<file path="config.mk">
export PLATFORM = sky130hd
export DESIGN_NAME = nand_page_read_sequencer
export DESIGN_NICKNAME = d
export VERILOG_FILES = /design/src/sv/npr_pkg.sv /design/src/sv/nand_page_read_sequencer.sv /design/src/sv/npr_front.sv /design/src/sv/npr_queue.sv /design/src/sv/npr_back.sv
export SDC_FILE = /design/constraint.sdc
export NUM_CORES = 1
export LEC_CHECK = 0
export BUFFER_PORTS_ARGS = -buffer_cell sky130_fd_sc_hd__buf_2
export CAP_MARGIN = 30
export CORE_AREA = 3 3 292 294
export DETAILED_ROUTE_END_ITERATION = 6
export DIE_AREA = 0 0 295 297
export PLACE_DENSITY_LB_ADDON = 0.15
export SLEW_MARGIN = 40
export SYNTH_ARGS = -nofsm -noshare
export SYNTH_HDL_FRONTEND = slang
export SYNTH_SLANG_ARGS = --single-unit
</file>
<file path="constraint.sdc">
create_clock -name clk -period 5.8 [get_ports clk]
set_input_delay 1.74 -clock clk [delete_from_list [all_inputs] [get_ports clk]]
set_output_delay 1.74 -clock clk [all_outputs]
set_load 0.05 [all_outputs]
</file>
<file path="src/sv/npr_pkg.sv">
package npr_pkg;

	// Page geometry. The column is the address bits below the page size.
	localparam int unsigned PAGE_BYTES = 2048;
	localparam int unsigned COL_W = $clog2(PAGE_BYTES);

	// Depth of the job queue between the front and back ends (a power of two).
	localparam int unsigned QUEUE_DEPTH = 4;
	localparam int unsigned QPTR_W = $clog2(QUEUE_DEPTH);

	localparam logic [7:0] CMD_READ = 8'h00;
	localparam logic [7:0] CMD_READSTART = 8'h30;

	typedef enum logic [1:0] {
		KIND_REQUEST = 2'd0,
		KIND_READY = 2'd1,
		KIND_DATA = 2'd2
	} kind_t;

	typedef enum logic [2:0] {
		OP_SELECT = 3'd0,
		OP_CMD = 3'd1,
		OP_ADDR = 3'd2,
		OP_DATA = 3'd3,
		OP_DESELECT = 3'd4
	} op_t;

	typedef enum logic [1:0] {
		PH_IDLE = 2'd0,
		PH_WAIT = 2'd1,
		PH_READ = 2'd2
	} phase_t;

	// What follows the first result of a job.
	typedef enum logic [1:0] {
		TAIL_NONE = 2'd0,
		TAIL_DESEL = 2'd1,
		TAIL_PAGE = 2'd2
	} tail_t;

	typedef struct packed {
		kind_t kind;
		logic [31:0] start_address;
		logic [31:0] length;
		logic [7:0] flash_byte;
	} req_t;

	typedef struct packed {
		op_t op;
		logic [7:0] byte_value;
		logic [31:0] buffer_index;
		logic last;
	} rsp_t;

	// One classified transaction. The first result is a data byte or a chip
	// select; the tail adds a deselect or a full page command sequence.
	typedef struct packed {
		logic first_data;
		tail_t tail;
		logic [7:0] data;
		logic [31:0] index;
		logic [31:0] addr;
	} job_t;

	typedef struct packed {
		logic push;
		job_t job;
	} job_push_t;

endpackage

</file>
<file path="src/sv/nand_page_read_sequencer.sv">
// An accepted request or data byte is written into the job queue and then into the output register.
// One transaction is taken per cycle while the queue has room; results leave one per cycle unless
// stalled. A final byte adds a deselect, a page turn the page commands, a request either of them.
// A four-entry job queue lets input keep flowing while a command burst drains.
// Reset (arst_n, asynchronous, active low) returns the sequencer to idle with all counters clear
// and the queue and output register empty.
module nand_page_read_sequencer (
	input logic clk,
	input logic arst_n,
	input logic req_valid,
	output logic req_ready,
	input npr_pkg::req_t req,
	output logic rsp_valid,
	input logic rsp_ready,
	output npr_pkg::rsp_t rsp
);

	// The front end owns the sequencing state: phase, flash address, column,
	// bytes read and run length. Every input transaction is classified there
	// and, when it causes results, turned into one compact job. Transactions
	// that arrive in the wrong phase are accepted and dropped.
	npr_pkg::job_push_t wr;
	npr_pkg::job_t head;
	logic full;
	logic empty;
	logic pop;
	logic take;

	// The front end can always take a transaction while the queue has room,
	// independent of whether the output side is stalled.
	assign req_ready = !full;
	assign take = req_valid && req_ready;

	npr_front u_front (
		.clk(clk),
		.arst_n(arst_n),
		.take(take),
		.req(req),
		.wr(wr)
	);

	// The queue decouples classification from expansion, so a long page
	// command burst on the output does not hold back incoming data bytes
	// until the queue fills.
	npr_queue u_queue (
		.clk(clk),
		.arst_n(arst_n),
		.wr(wr),
		.pop(pop),
		.full(full),
		.empty(empty),
		.head(head)
	);

	// The back end walks each job one result per cycle, unless rsp_ready stalls it, into a registered
	// output stage: chip select or data byte first, then, if the job has a tail, either a deselect
	// or the read command, five address bytes and the read-start command.
	// The job leaves the queue with its last result, so single-result jobs
	// stream at full rate.
	npr_back u_back (
		.clk(clk),
		.arst_n(arst_n),
		.empty(empty),
		.head(head),
		.pop(pop),
		.rsp_valid(rsp_valid),
		.rsp_ready(rsp_ready),
		.rsp(rsp)
	);

endmodule

</file>
<file path="src/sv/npr_front.sv">
module npr_front (
	input logic clk,
	input logic arst_n,
	input logic take,
	input npr_pkg::req_t req,
	output npr_pkg::job_push_t wr
);

	npr_pkg::phase_t phase_q, phase_d;
	logic [31:0] addr_q, addr_d;
	logic [31:0] done_q, done_d;
	logic [31:0] total_q, total_d;
	logic [npr_pkg::COL_W-1:0] col_q, col_d;
	logic [31:0] done_inc;
	logic [31:0] addr_inc;

	assign done_inc = done_q + 32'd1;
	assign addr_inc = addr_q + 32'd1;

	always_ff @(posedge clk or negedge arst_n) begin
		if (!arst_n) begin
			phase_q <= npr_pkg::PH_IDLE;
			addr_q <= '0;
			done_q <= '0;
			total_q <= '0;
			col_q <= '0;
		end else begin
			phase_q <= phase_d;
			addr_q <= addr_d;
			done_q <= done_d;
			total_q <= total_d;
			col_q <= col_d;
		end
	end

	always_comb begin
		phase_d = phase_q;
		addr_d = addr_q;
		done_d = done_q;
		total_d = total_q;
		col_d = col_q;
		wr = '0;
		wr.job.tail = npr_pkg::TAIL_NONE;
		if (take) begin
			case (req.kind)
				npr_pkg::KIND_REQUEST: begin
					if (phase_q == npr_pkg::PH_IDLE) begin
						wr.push = 1'b1;
						wr.job.addr = req.start_address;
						addr_d = req.start_address;
						total_d = req.length;
						done_d = '0;
						col_d = req.start_address[npr_pkg::COL_W-1:0];
						if (req.length == 32'd0) begin
							wr.job.tail = npr_pkg::TAIL_DESEL;
						end else begin
							wr.job.tail = npr_pkg::TAIL_PAGE;
							phase_d = npr_pkg::PH_WAIT;
						end
					end
				end
				npr_pkg::KIND_READY: begin
					if (phase_q == npr_pkg::PH_WAIT) begin
						phase_d = npr_pkg::PH_READ;
					end
				end
				npr_pkg::KIND_DATA: begin
					if (phase_q == npr_pkg::PH_READ) begin
						wr.push = 1'b1;
						wr.job.first_data = 1'b1;
						wr.job.data = req.flash_byte;
						wr.job.index = done_q;
						wr.job.addr = addr_inc;
						done_d = done_inc;
						addr_d = addr_inc;
						if (done_inc == total_q) begin
							wr.job.tail = npr_pkg::TAIL_DESEL;
							phase_d = npr_pkg::PH_IDLE;
							col_d = '0;
						end else if (col_q == npr_pkg::COL_W'(npr_pkg::PAGE_BYTES - 1)) begin
							wr.job.tail = npr_pkg::TAIL_PAGE;
							phase_d = npr_pkg::PH_WAIT;
							col_d = '0;
						end else begin
							col_d = col_q + npr_pkg::COL_W'(1);
						end
					end
				end
				default: begin
				end
			endcase
		end
	end

	// A run in progress always has bytes left to read.
	a_busy_has_work: assert property (@(posedge clk) disable iff (!arst_n)
		(phase_q != npr_pkg::PH_IDLE) |-> (done_q != total_q))
		else $error("front busy with no bytes remaining");

	// A ready event never produces a job.
	a_ready_no_job: assert property (@(posedge clk) disable iff (!arst_n)
		(take && req.kind == npr_pkg::KIND_READY) |-> !wr.push)
		else $error("ready event pushed a job");

	// The column always tracks the address within its page while reading.
	a_col_tracks: assert property (@(posedge clk) disable iff (!arst_n)
		(phase_q == npr_pkg::PH_READ) |-> (col_q == addr_q[npr_pkg::COL_W-1:0]))
		else $error("column out of step with address");

endmodule

</file>
<file path="src/sv/npr_queue.sv">
module npr_queue (
	input logic clk,
	input logic arst_n,
	input npr_pkg::job_push_t wr,
	input logic pop,
	output logic full,
	output logic empty,
	output npr_pkg::job_t head
);

	npr_pkg::job_t entry_q [npr_pkg::QUEUE_DEPTH];
	logic [npr_pkg::QPTR_W-1:0] wr_ptr_q, rd_ptr_q;
	logic [npr_pkg::QPTR_W:0] count_q;

	assign full = (count_q == (npr_pkg::QPTR_W + 1)'(npr_pkg::QUEUE_DEPTH));
	assign empty = (count_q == '0);
	assign head = entry_q[rd_ptr_q];

	always_ff @(posedge clk) begin
		if (wr.push) begin
			entry_q[wr_ptr_q] <= wr.job;
		end
	end

	always_ff @(posedge clk or negedge arst_n) begin
		if (!arst_n) begin
			wr_ptr_q <= '0;
			rd_ptr_q <= '0;
			count_q <= '0;
		end else begin
			if (wr.push) begin
				wr_ptr_q <= wr_ptr_q + npr_pkg::QPTR_W'(1);
			end
			if (pop) begin
				rd_ptr_q <= rd_ptr_q + npr_pkg::QPTR_W'(1);
			end
			case ({wr.push, pop})
				2'b10: count_q <= count_q + (npr_pkg::QPTR_W + 1)'(1);
				2'b01: count_q <= count_q - (npr_pkg::QPTR_W + 1)'(1);
				default: count_q <= count_q;
			endcase
		end
	end

	a_no_overflow: assert property (@(posedge clk) disable iff (!arst_n)
		wr.push |-> !full)
		else $error("job queue overflow");

	a_no_underflow: assert property (@(posedge clk) disable iff (!arst_n)
		pop |-> !empty)
		else $error("job queue underflow");

	a_count_range: assert property (@(posedge clk) disable iff (!arst_n)
		count_q <= (npr_pkg::QPTR_W + 1)'(npr_pkg::QUEUE_DEPTH))
		else $error("job queue count out of range");

endmodule

</file>
<file path="src/sv/npr_back.sv">
module npr_back (
	input logic clk,
	input logic arst_n,
	input logic empty,
	input npr_pkg::job_t head,
	output logic pop,
	output logic rsp_valid,
	input logic rsp_ready,
	output npr_pkg::rsp_t rsp
);

	logic [2:0] step_q;
	logic rsp_valid_q;
	npr_pkg::rsp_t rsp_q;
	logic load;
	logic [2:0] last_step;
	npr_pkg::rsp_t item;
	logic [15:0] col;
	logic [31:0] page;

	assign rsp_valid = rsp_valid_q;
	assign rsp = rsp_q;
	assign load = !empty && (!rsp_valid_q || rsp_ready);
	assign col = 16'(head.addr[npr_pkg::COL_W-1:0]);
	assign page = head.addr >> npr_pkg::COL_W;

	always_comb begin
		case (head.tail)
			npr_pkg::TAIL_DESEL: last_step = 3'd1;
			npr_pkg::TAIL_PAGE: last_step = 3'd7;
			default: last_step = 3'd0;
		endcase

		item = '0;
		item.op = npr_pkg::OP_SELECT;
		if (step_q == 3'd0) begin
			if (head.first_data) begin
				item.op = npr_pkg::OP_DATA;
				item.byte_value = head.data;
				item.buffer_index = head.index;
			end
		end else if (head.tail == npr_pkg::TAIL_DESEL) begin
			item.op = npr_pkg::OP_DESELECT;
		end else begin
			case (step_q)
				3'd1: begin
					item.op = npr_pkg::OP_CMD;
					item.byte_value = npr_pkg::CMD_READ;
				end
				3'd2: begin
					item.op = npr_pkg::OP_ADDR;
					item.byte_value = col[7:0];
				end
				3'd3: begin
					item.op = npr_pkg::OP_ADDR;
					item.byte_value = col[15:8];
				end
				3'd4: begin
					item.op = npr_pkg::OP_ADDR;
					item.byte_value = page[7:0];
				end
				3'd5: begin
					item.op = npr_pkg::OP_ADDR;
					item.byte_value = page[15:8];
				end
				3'd6: begin
					item.op = npr_pkg::OP_ADDR;
					item.byte_value = page[23:16];
				end
				default: begin
					item.op = npr_pkg::OP_CMD;
					item.byte_value = npr_pkg::CMD_READSTART;
				end
			endcase
		end
		item.last = (step_q == last_step);
		pop = load && item.last;
	end

	always_ff @(posedge clk) begin
		if (load) begin
			rsp_q <= item;
		end
	end

	always_ff @(posedge clk or negedge arst_n) begin
		if (!arst_n) begin
			step_q <= '0;
			rsp_valid_q <= 1'b0;
		end else begin
			if (load) begin
				rsp_valid_q <= 1'b1;
			end else if (rsp_ready) begin
				rsp_valid_q <= 1'b0;
			end
			if (pop) begin
				step_q <= '0;
			end else if (load) begin
				step_q <= step_q + 3'd1;
			end
		end
	end

	// The step counter never runs past the end of the current job.
	a_step_bound: assert property (@(posedge clk) disable iff (!arst_n)
		!empty |-> (step_q <= last_step))
		else $error("step counter beyond end of job");

	// A job is retired only together with its final result.
	a_pop_last: assert property (@(posedge clk) disable iff (!arst_n)
		pop |=> (rsp_valid_q && rsp_q.last))
		else $error("job retired without final result");

endmodule
</file>
**Word-level counts from Yosys, hierarchy flattened**

Memory sizes are Yosys's and may differ from the RTL's.
Cells that the tools add are included.
W data, S select, Z words.

- RAM bits: 300
- Memories kept: 1
- Register bits after elaboration: 164
- Output and inout port bits: 46

Memory list:

| memory | depth | bits a word | rd ports | clocked after memory_dff | wr ports | line | source |
|---|---|---|---|---|---|---|---|
| u_queue.entry_q | 4 | 75 | 1 | 0 | 1 | npr_queue.sv:11 | `npr_pkg::job_t entry_q [npr_pkg::QUEUE_DEPTH];` |

- Add/sub/neg operators: 8
- Equal/unequal tests: 23
- Multiplexer cells: 44
- Reductions and logical operators: 21

Operators with widths:

| operator | count |
|---|---|
| $pmux W32 S2 | 3 |
| $mux W32 | 5 |
| $mux W76 | 2 |
| $add A32 B1 Y32 const B | 2 |
| $pmux W10 S6 | 1 |
| $mux W11 | 5 |
| $mux W42 | 1 |
| $mux W40 | 1 |
| $eq A32 B32 Y1 | 1 |
| $logic_not A32 Y1 | 1 |
| $pmux W11 S2 | 1 |
| $mux W2 | 10 |
| $eq A3 B3 Y1 const B | 4 |
| $pmux W3 S2 | 2 |
| $add A11 B1 Y11 const B | 1 |
| $eq A11 B11 Y1 const B | 1 |
| $mux W3 | 3 |
| $eq A2 B1 Y1 const B | 4 |
| $eq A2 B2 Y1 const B | 4 |
| $mux W8 | 1 |
| $reduce_bool A2 Y1 | 4 |
| $reduce_and A7 Y1 | 1 |
| $add A3 B1 Y3 const B | 2 |
| $eq A3 B2 Y1 const B | 2 |
| other kinds (20) | 34 |

**Longest topological paths before layout**

- Word-level depth: 8
- Depth in mapped cells: 15

**By module**

Synthesis repeated with hierarchy kept, for this count alone.

- Cell total of the unflattened synthesis: 1525
- Area total of the unflattened synthesis: 20897.5 um2

By module, submodules not included:

| module | area each (um2) | instances | cells each |
|---|---|---|---|
| npr_queue | 11249.5 | 1 | 429 |
| npr_front | 7364.6 | 1 | 920 |
| npr_back | 2273.4 | 1 | 174 |
| nand_page_read_sequencer | 10.0 | 1 | 2 |

**Worst setup path after synthesis**

OpenSTA, ideal clock, no wires.

- Path kind: input -> register
- From: input port req[73] in the netlist's numbering
- To: memory u_queue.entry_q[1][0] in the netlist's numbering (enable)
- Path slack: 0.267 ns
- Stages on the path: 7
- Data required time: 5.359 ns
- Data arrival time: 5.092 ns
- Path buffers: 2
- Path through: clkbuf_1 nand2_1 nor3_1 nand3_1 nand2_1 clkbuf_1 and2_1

- Cells in the longest elaborated chain, start to end: 5
- Elaborated cells between the ends (all ways): 6

RTL lines:

| what | line | source |
|---|---|---|
| start: declaration | nand_page_read_sequencer.sv:12 | `input npr_pkg::req_t req,` |
| $eq A2 B2 Y1 / $logic_not A2 Y1 (equally long branches) | npr_front.sv:45 | `case (req.kind)` |
| $pmux W1 S2 * | npr_front.sv:45 |  |
| $mux W76 * | npr_front.sv:44 | `if (take) begin` |
| $mux W1 * | npr_queue.sv:20 | `if (wr.push) begin` |
| $mux W1 (implied by the code) * | npr_queue.sv:21 | `entry_q[wr_ptr_q] <= wr.job;` |
| end: declaration | npr_queue.sv:11 |  |

Mark *: on every way between the ends. The rest lies on a longest branch, timed or not.

==> metrics.csv <==
metric,value,unit
worst_setup_path_end_kind,register,
top_cell_type_s_share_of_synthesized_area,50.2,%
ys_warn_count,0,
hold_end,u_front.total_q[11],
detail_route.drc_violations,0,
post-cts-setup-buffer-count,0,
grt_first_pass_wirelength,87400,um
maximum_capacitance_violations,0,
final_period_minus_worst_setup_slack,4.37,ns
postSynth.topFlopCell,sky130_fd_sc_hd__edfxtp_1,
count_of_buffers_from_port_buffering,123,
cts_repair_resize_count,0,
clkSinkCount,464,
grt_antenna_before_repair,2,
timing.hold.worst.class,reg2reg,
drt_wl_total,57900,um
synth_top_cells_by_area,"sky130_fd_sc_hd__edfxtp_1 50%, sky130_fd_sc_hd__dfrtp_1 15%, sky130_fd_sc_hd__mux4_2 8.2%, sky130_fd_sc_hd__nand2_1 3.2%, sky130_fd_sc_hd__xnor2_1 2.1%",
post_synth.cell_area_avg,13.6,um2
cts.path.max_buffers,3,
cts_tree,yes,
post_synth_num_cell_types,66,
worstHoldStart,u_front.total_q[11],
mappedNetlistArea,20600,um2
slew_headroom,47.1,%
worst-r2r-setup-slack,1.43,ns
cts_max_level,2,
finalClockSkew,0.0128,ns
finalCoreUtilization,29.0,%
grt_pass1_vias,13246,
cts_hold_repair.buffers,0,
final_setup_violations,0,
syn-num-nets,1605,
synth.yosys.seq_area_share,64.7,%
count_of_flip_flops_with_a_built_in_enable_after_synthesis,344,
largest_net_degree_at_the_start_of_global_routing,76,
final_cell_mix,"344 x sky130_fd_sc_hd__edfxtp_1, 173 x sky130_fd_sc_hd__nand2_1, 122 x sky130_fd_sc_hd__buf_2",
layout.cells.most_common,sky130_fd_sc_hd__edfxtp_1,
yosys.area.top_type,sky130_fd_sc_hd__edfxtp_1,
post-place-cells,2645,
worst_pin_slew,0.794,ns
die-width,295,um
final_cell_count_no_fill,2740,
power_leakage,8.80,nW
gp_congestion,0.749,
tcrit_tclk_final,75.3,%
fmax,229,MHz
routed_wire_length_per_instance,21.1,um
final_max_slew_viol_count,0,
critPathArrivalTime,4.73,ns
grtUsageTotal,13.2,%
grt-ovfl-total,0,
layout.nets,1711,
detailedRoute.firstPassIterationCount,5,
height_of_the_chip,297,um
worst_ir_drop_vdd,0.182,mV
synth-seq-cells,464,
core-area,83200,um2
die-area,87600,um2
post_drt_via_cell_ratio,4.64,
critical_path.max_fanout,14,
final_hold_viols,0,
postSynth.asyncResetShare,25.9,%
start_util,24.8,%
area_delta_synth_final,17.0,%
setup_repair_after_global_routing_missed_its_margin,false,
clock_slew_seen_by_the_registers_of_the_worst_setup_and_hold_paths,0.06,ns
outcome,completed,
startpoint_type,register,
worst_r2r_path_depth,8,
fin_setup_tns,0,ns
kind_of_critical_path,reg2reg,
io_pins,124,
clk_root_buffer_cell,sky130_fd_sc_hd__clkbuf_16,
drt.antenna.violating_nets,0,
detail_route.iter0.violations,920,
r2r-end,u_queue.entry_q[1][72],
required_arrival_time_at_the_worst_endpoint,6.17,ns
min_delay_path_depth,2,
clkLatencyLatePin,0.58,ns
place.detailed.hpwl,38900,um
r2r_start,u_front.done_q[0],
dr_total_vias,12700,
tritoncts_buffers,50,
power_density_cells,449,nW/um2
post_route_cells_drive_above_1_share,19.0,%
rows,106,
postSynthCellCount,1511,
[metal layers]
layer | up-vias | track usage [%] | part of all wire (%)
met5 | - | 0 | 0
met3 | 68 | 2.16 | 3.6
met1 | 6482 | 19.7 | 50
li1 | 5905 | - | -
met2 | 245 | 19.7 | 44
met4 | 0 | 3.32 | 2.0
[final cells by class]
type | instances | area, um2
Sequential cell | 464 | 13300
Antenna cell | 2 | 5.00
Timing Repair Buffer | 149 | 896
Tap cell | 1080 | 1350
Clock buffer | 62 | 1320
Clock inverter | 31 | 249
Inverter | 39 | 149
Multi-Input combinational cell | 913 | 6780
Fill cell | 8331 | 59100
[flip-flops by register name (all words and copies together) (netlist names)]
| signal | flops |
|---|---|
| u_front.total_q | 32 |
| u_queue.rd_ptr_q | 2 |
| u_front.done_q | 32 |
| u_queue.entry_q | 300 |
| u_front.phase_q | 2 |
| u_back.step_q | 3 |
| u_back.rsp_valid | 1 |
| u_front.col_q | 11 |
| u_queue.wr_ptr_q | 2 |
| u_queue.count_q | 3 |
| u_front.addr_q | 32 |
| u_back.rsp | 44 |
[power breakdown]
| group | switching, mW | total (mW) | internal, mW |
|---|---|---|---|
| logic | 1.93 | 3.15 | 1.22 |
| clock network | 1.31 | 3.09 | 1.78 |
| registers | 0.444 | 4.58 | 4.14 |
[worst max-delay path, cell delays in order, from the launching register on]
cell and delay, ns:
sky130_fd_sc_hd__dfrtp_1 0.53, sky130_fd_sc_hd__ha_1 0.32, sky130_fd_sc_hd__nand3_1 0.33, sky130_fd_sc_hd__or3_1 0.62, sky130_fd_sc_hd__nor4_1 0.58, sky130_fd_sc_hd__o221ai_1 0.21
sky130_fd_sc_hd__or4_1 0.81, sky130_fd_sc_hd__o2bb2a_1 0.45, sky130_fd_sc_hd__nor2_1 0.29
[stage by stage]
| step | area [um2] | hold WS [ns] | total power [mW] | setup WS [ns] |
|---|---|---|---|---|
| 6_report | 24100 | 0.500 | 10.8 | 1.43 |
| 5_1_grt | 24100 | 0.513 | 11.5 | 1.05 |
| 4_1_cts | 24100 | 0.504 | 11.0 | 1.37 |
| 3_5_place_dp | 22500 | 0.491 | 7.89 | 1.15 |
| 3_3_place_gp | 22500 | 0.487 | 7.88 | 1.27 |
| 2_1_floorplan | 20600 | 0.464 | 6.83 | 0.267 |
[cell usage after synthesis (3+ instances only)]
library cell / count
sky130_fd_sc_hd__a222oi_1: 3
sky130_fd_sc_hd__dfrtp_1: 120
sky130_fd_sc_hd__o31ai_1: 13
sky130_fd_sc_hd__and4_1: 5
sky130_fd_sc_hd__nor4_1: 19
sky130_fd_sc_hd__or3_1: 3
sky130_fd_sc_hd__nand4_1: 21
sky130_fd_sc_hd__ha_1: 15
sky130_fd_sc_hd__o21ai_0: 69
sky130_fd_sc_hd__o211ai_1: 6
sky130_fd_sc_hd__nor3_1: 15
sky130_fd_sc_hd__buf_2: 11
sky130_fd_sc_hd__and2_1: 53
sky130_fd_sc_hd__a22oi_1: 28
sky130_fd_sc_hd__inv_1: 39
sky130_fd_sc_hd__buf_1: 15
sky130_fd_sc_hd__clkbuf_1: 66
sky130_fd_sc_hd__nand2_1: 173
sky130_fd_sc_hd__a221oi_1: 3
sky130_fd_sc_hd__o22ai_1: 14
sky130_fd_sc_hd__xor2_1: 31
sky130_fd_sc_hd__a31oi_1: 18
sky130_fd_sc_hd__nor2b_1: 35
sky130_fd_sc_hd__nand3_1: 43
sky130_fd_sc_hd__nor2_1: 87
sky130_fd_sc_hd__nor3b_1: 3
sky130_fd_sc_hd__a22o_1: 15
sky130_fd_sc_hd__nor4b_1: 3
sky130_fd_sc_hd__nand2b_1: 4
sky130_fd_sc_hd__a21oi_1: 20
sky130_fd_sc_hd__a211oi_1: 4
sky130_fd_sc_hd__o311ai_0: 4
sky130_fd_sc_hd__edfxtp_1: 344
sky130_fd_sc_hd__and3_1: 23
sky130_fd_sc_hd__o41ai_1: 7
sky130_fd_sc_hd__or4_1: 4
sky130_fd_sc_hd__xnor2_1: 50
sky130_fd_sc_hd__a21o_1: 16
sky130_fd_sc_hd__o221ai_1: 4
sky130_fd_sc_hd__mux4_2: 75
[how the worst max path moves through the flow]
stage	start	to	slack [ns]	cells past startpoint
finish	u_front.done_q[0]	u_queue.entry_q[1][72]	1.43	8
global route	u_front.done_q[0]	u_queue.entry_q[0][72]	1.05	9
CTS	u_front.done_q[0]	u_queue.entry_q[0][72]	1.37	8
detailed placement	req[72]	u_queue.entry_q[2][73]	1.15	10
global placement	req[72]	u_queue.count_q[2]	1.27	14
floorplan	req[73]	u_queue.entry_q[1][0]	0.27	7
[cells by family after synthesis]
| family | count (synthesis) | share of synthesized area (%) |
|---|---|---|
| AND/OR/NAND/NOR | 502 | 12.2 |
| AO/OA/AOI/OAI | 237 | 7.71 |
| buffers and inverters | 134 | 2.58 |
| multiplexers | 76 | 8.25 |
| adder cells (fa/ha/maj) | 16 | 1.01 |
| XOR/XNOR | 82 | 3.55 |
| flip-flops | 464 | 64.7 |
No activity file was read; power rests on OpenSTA's default activity.
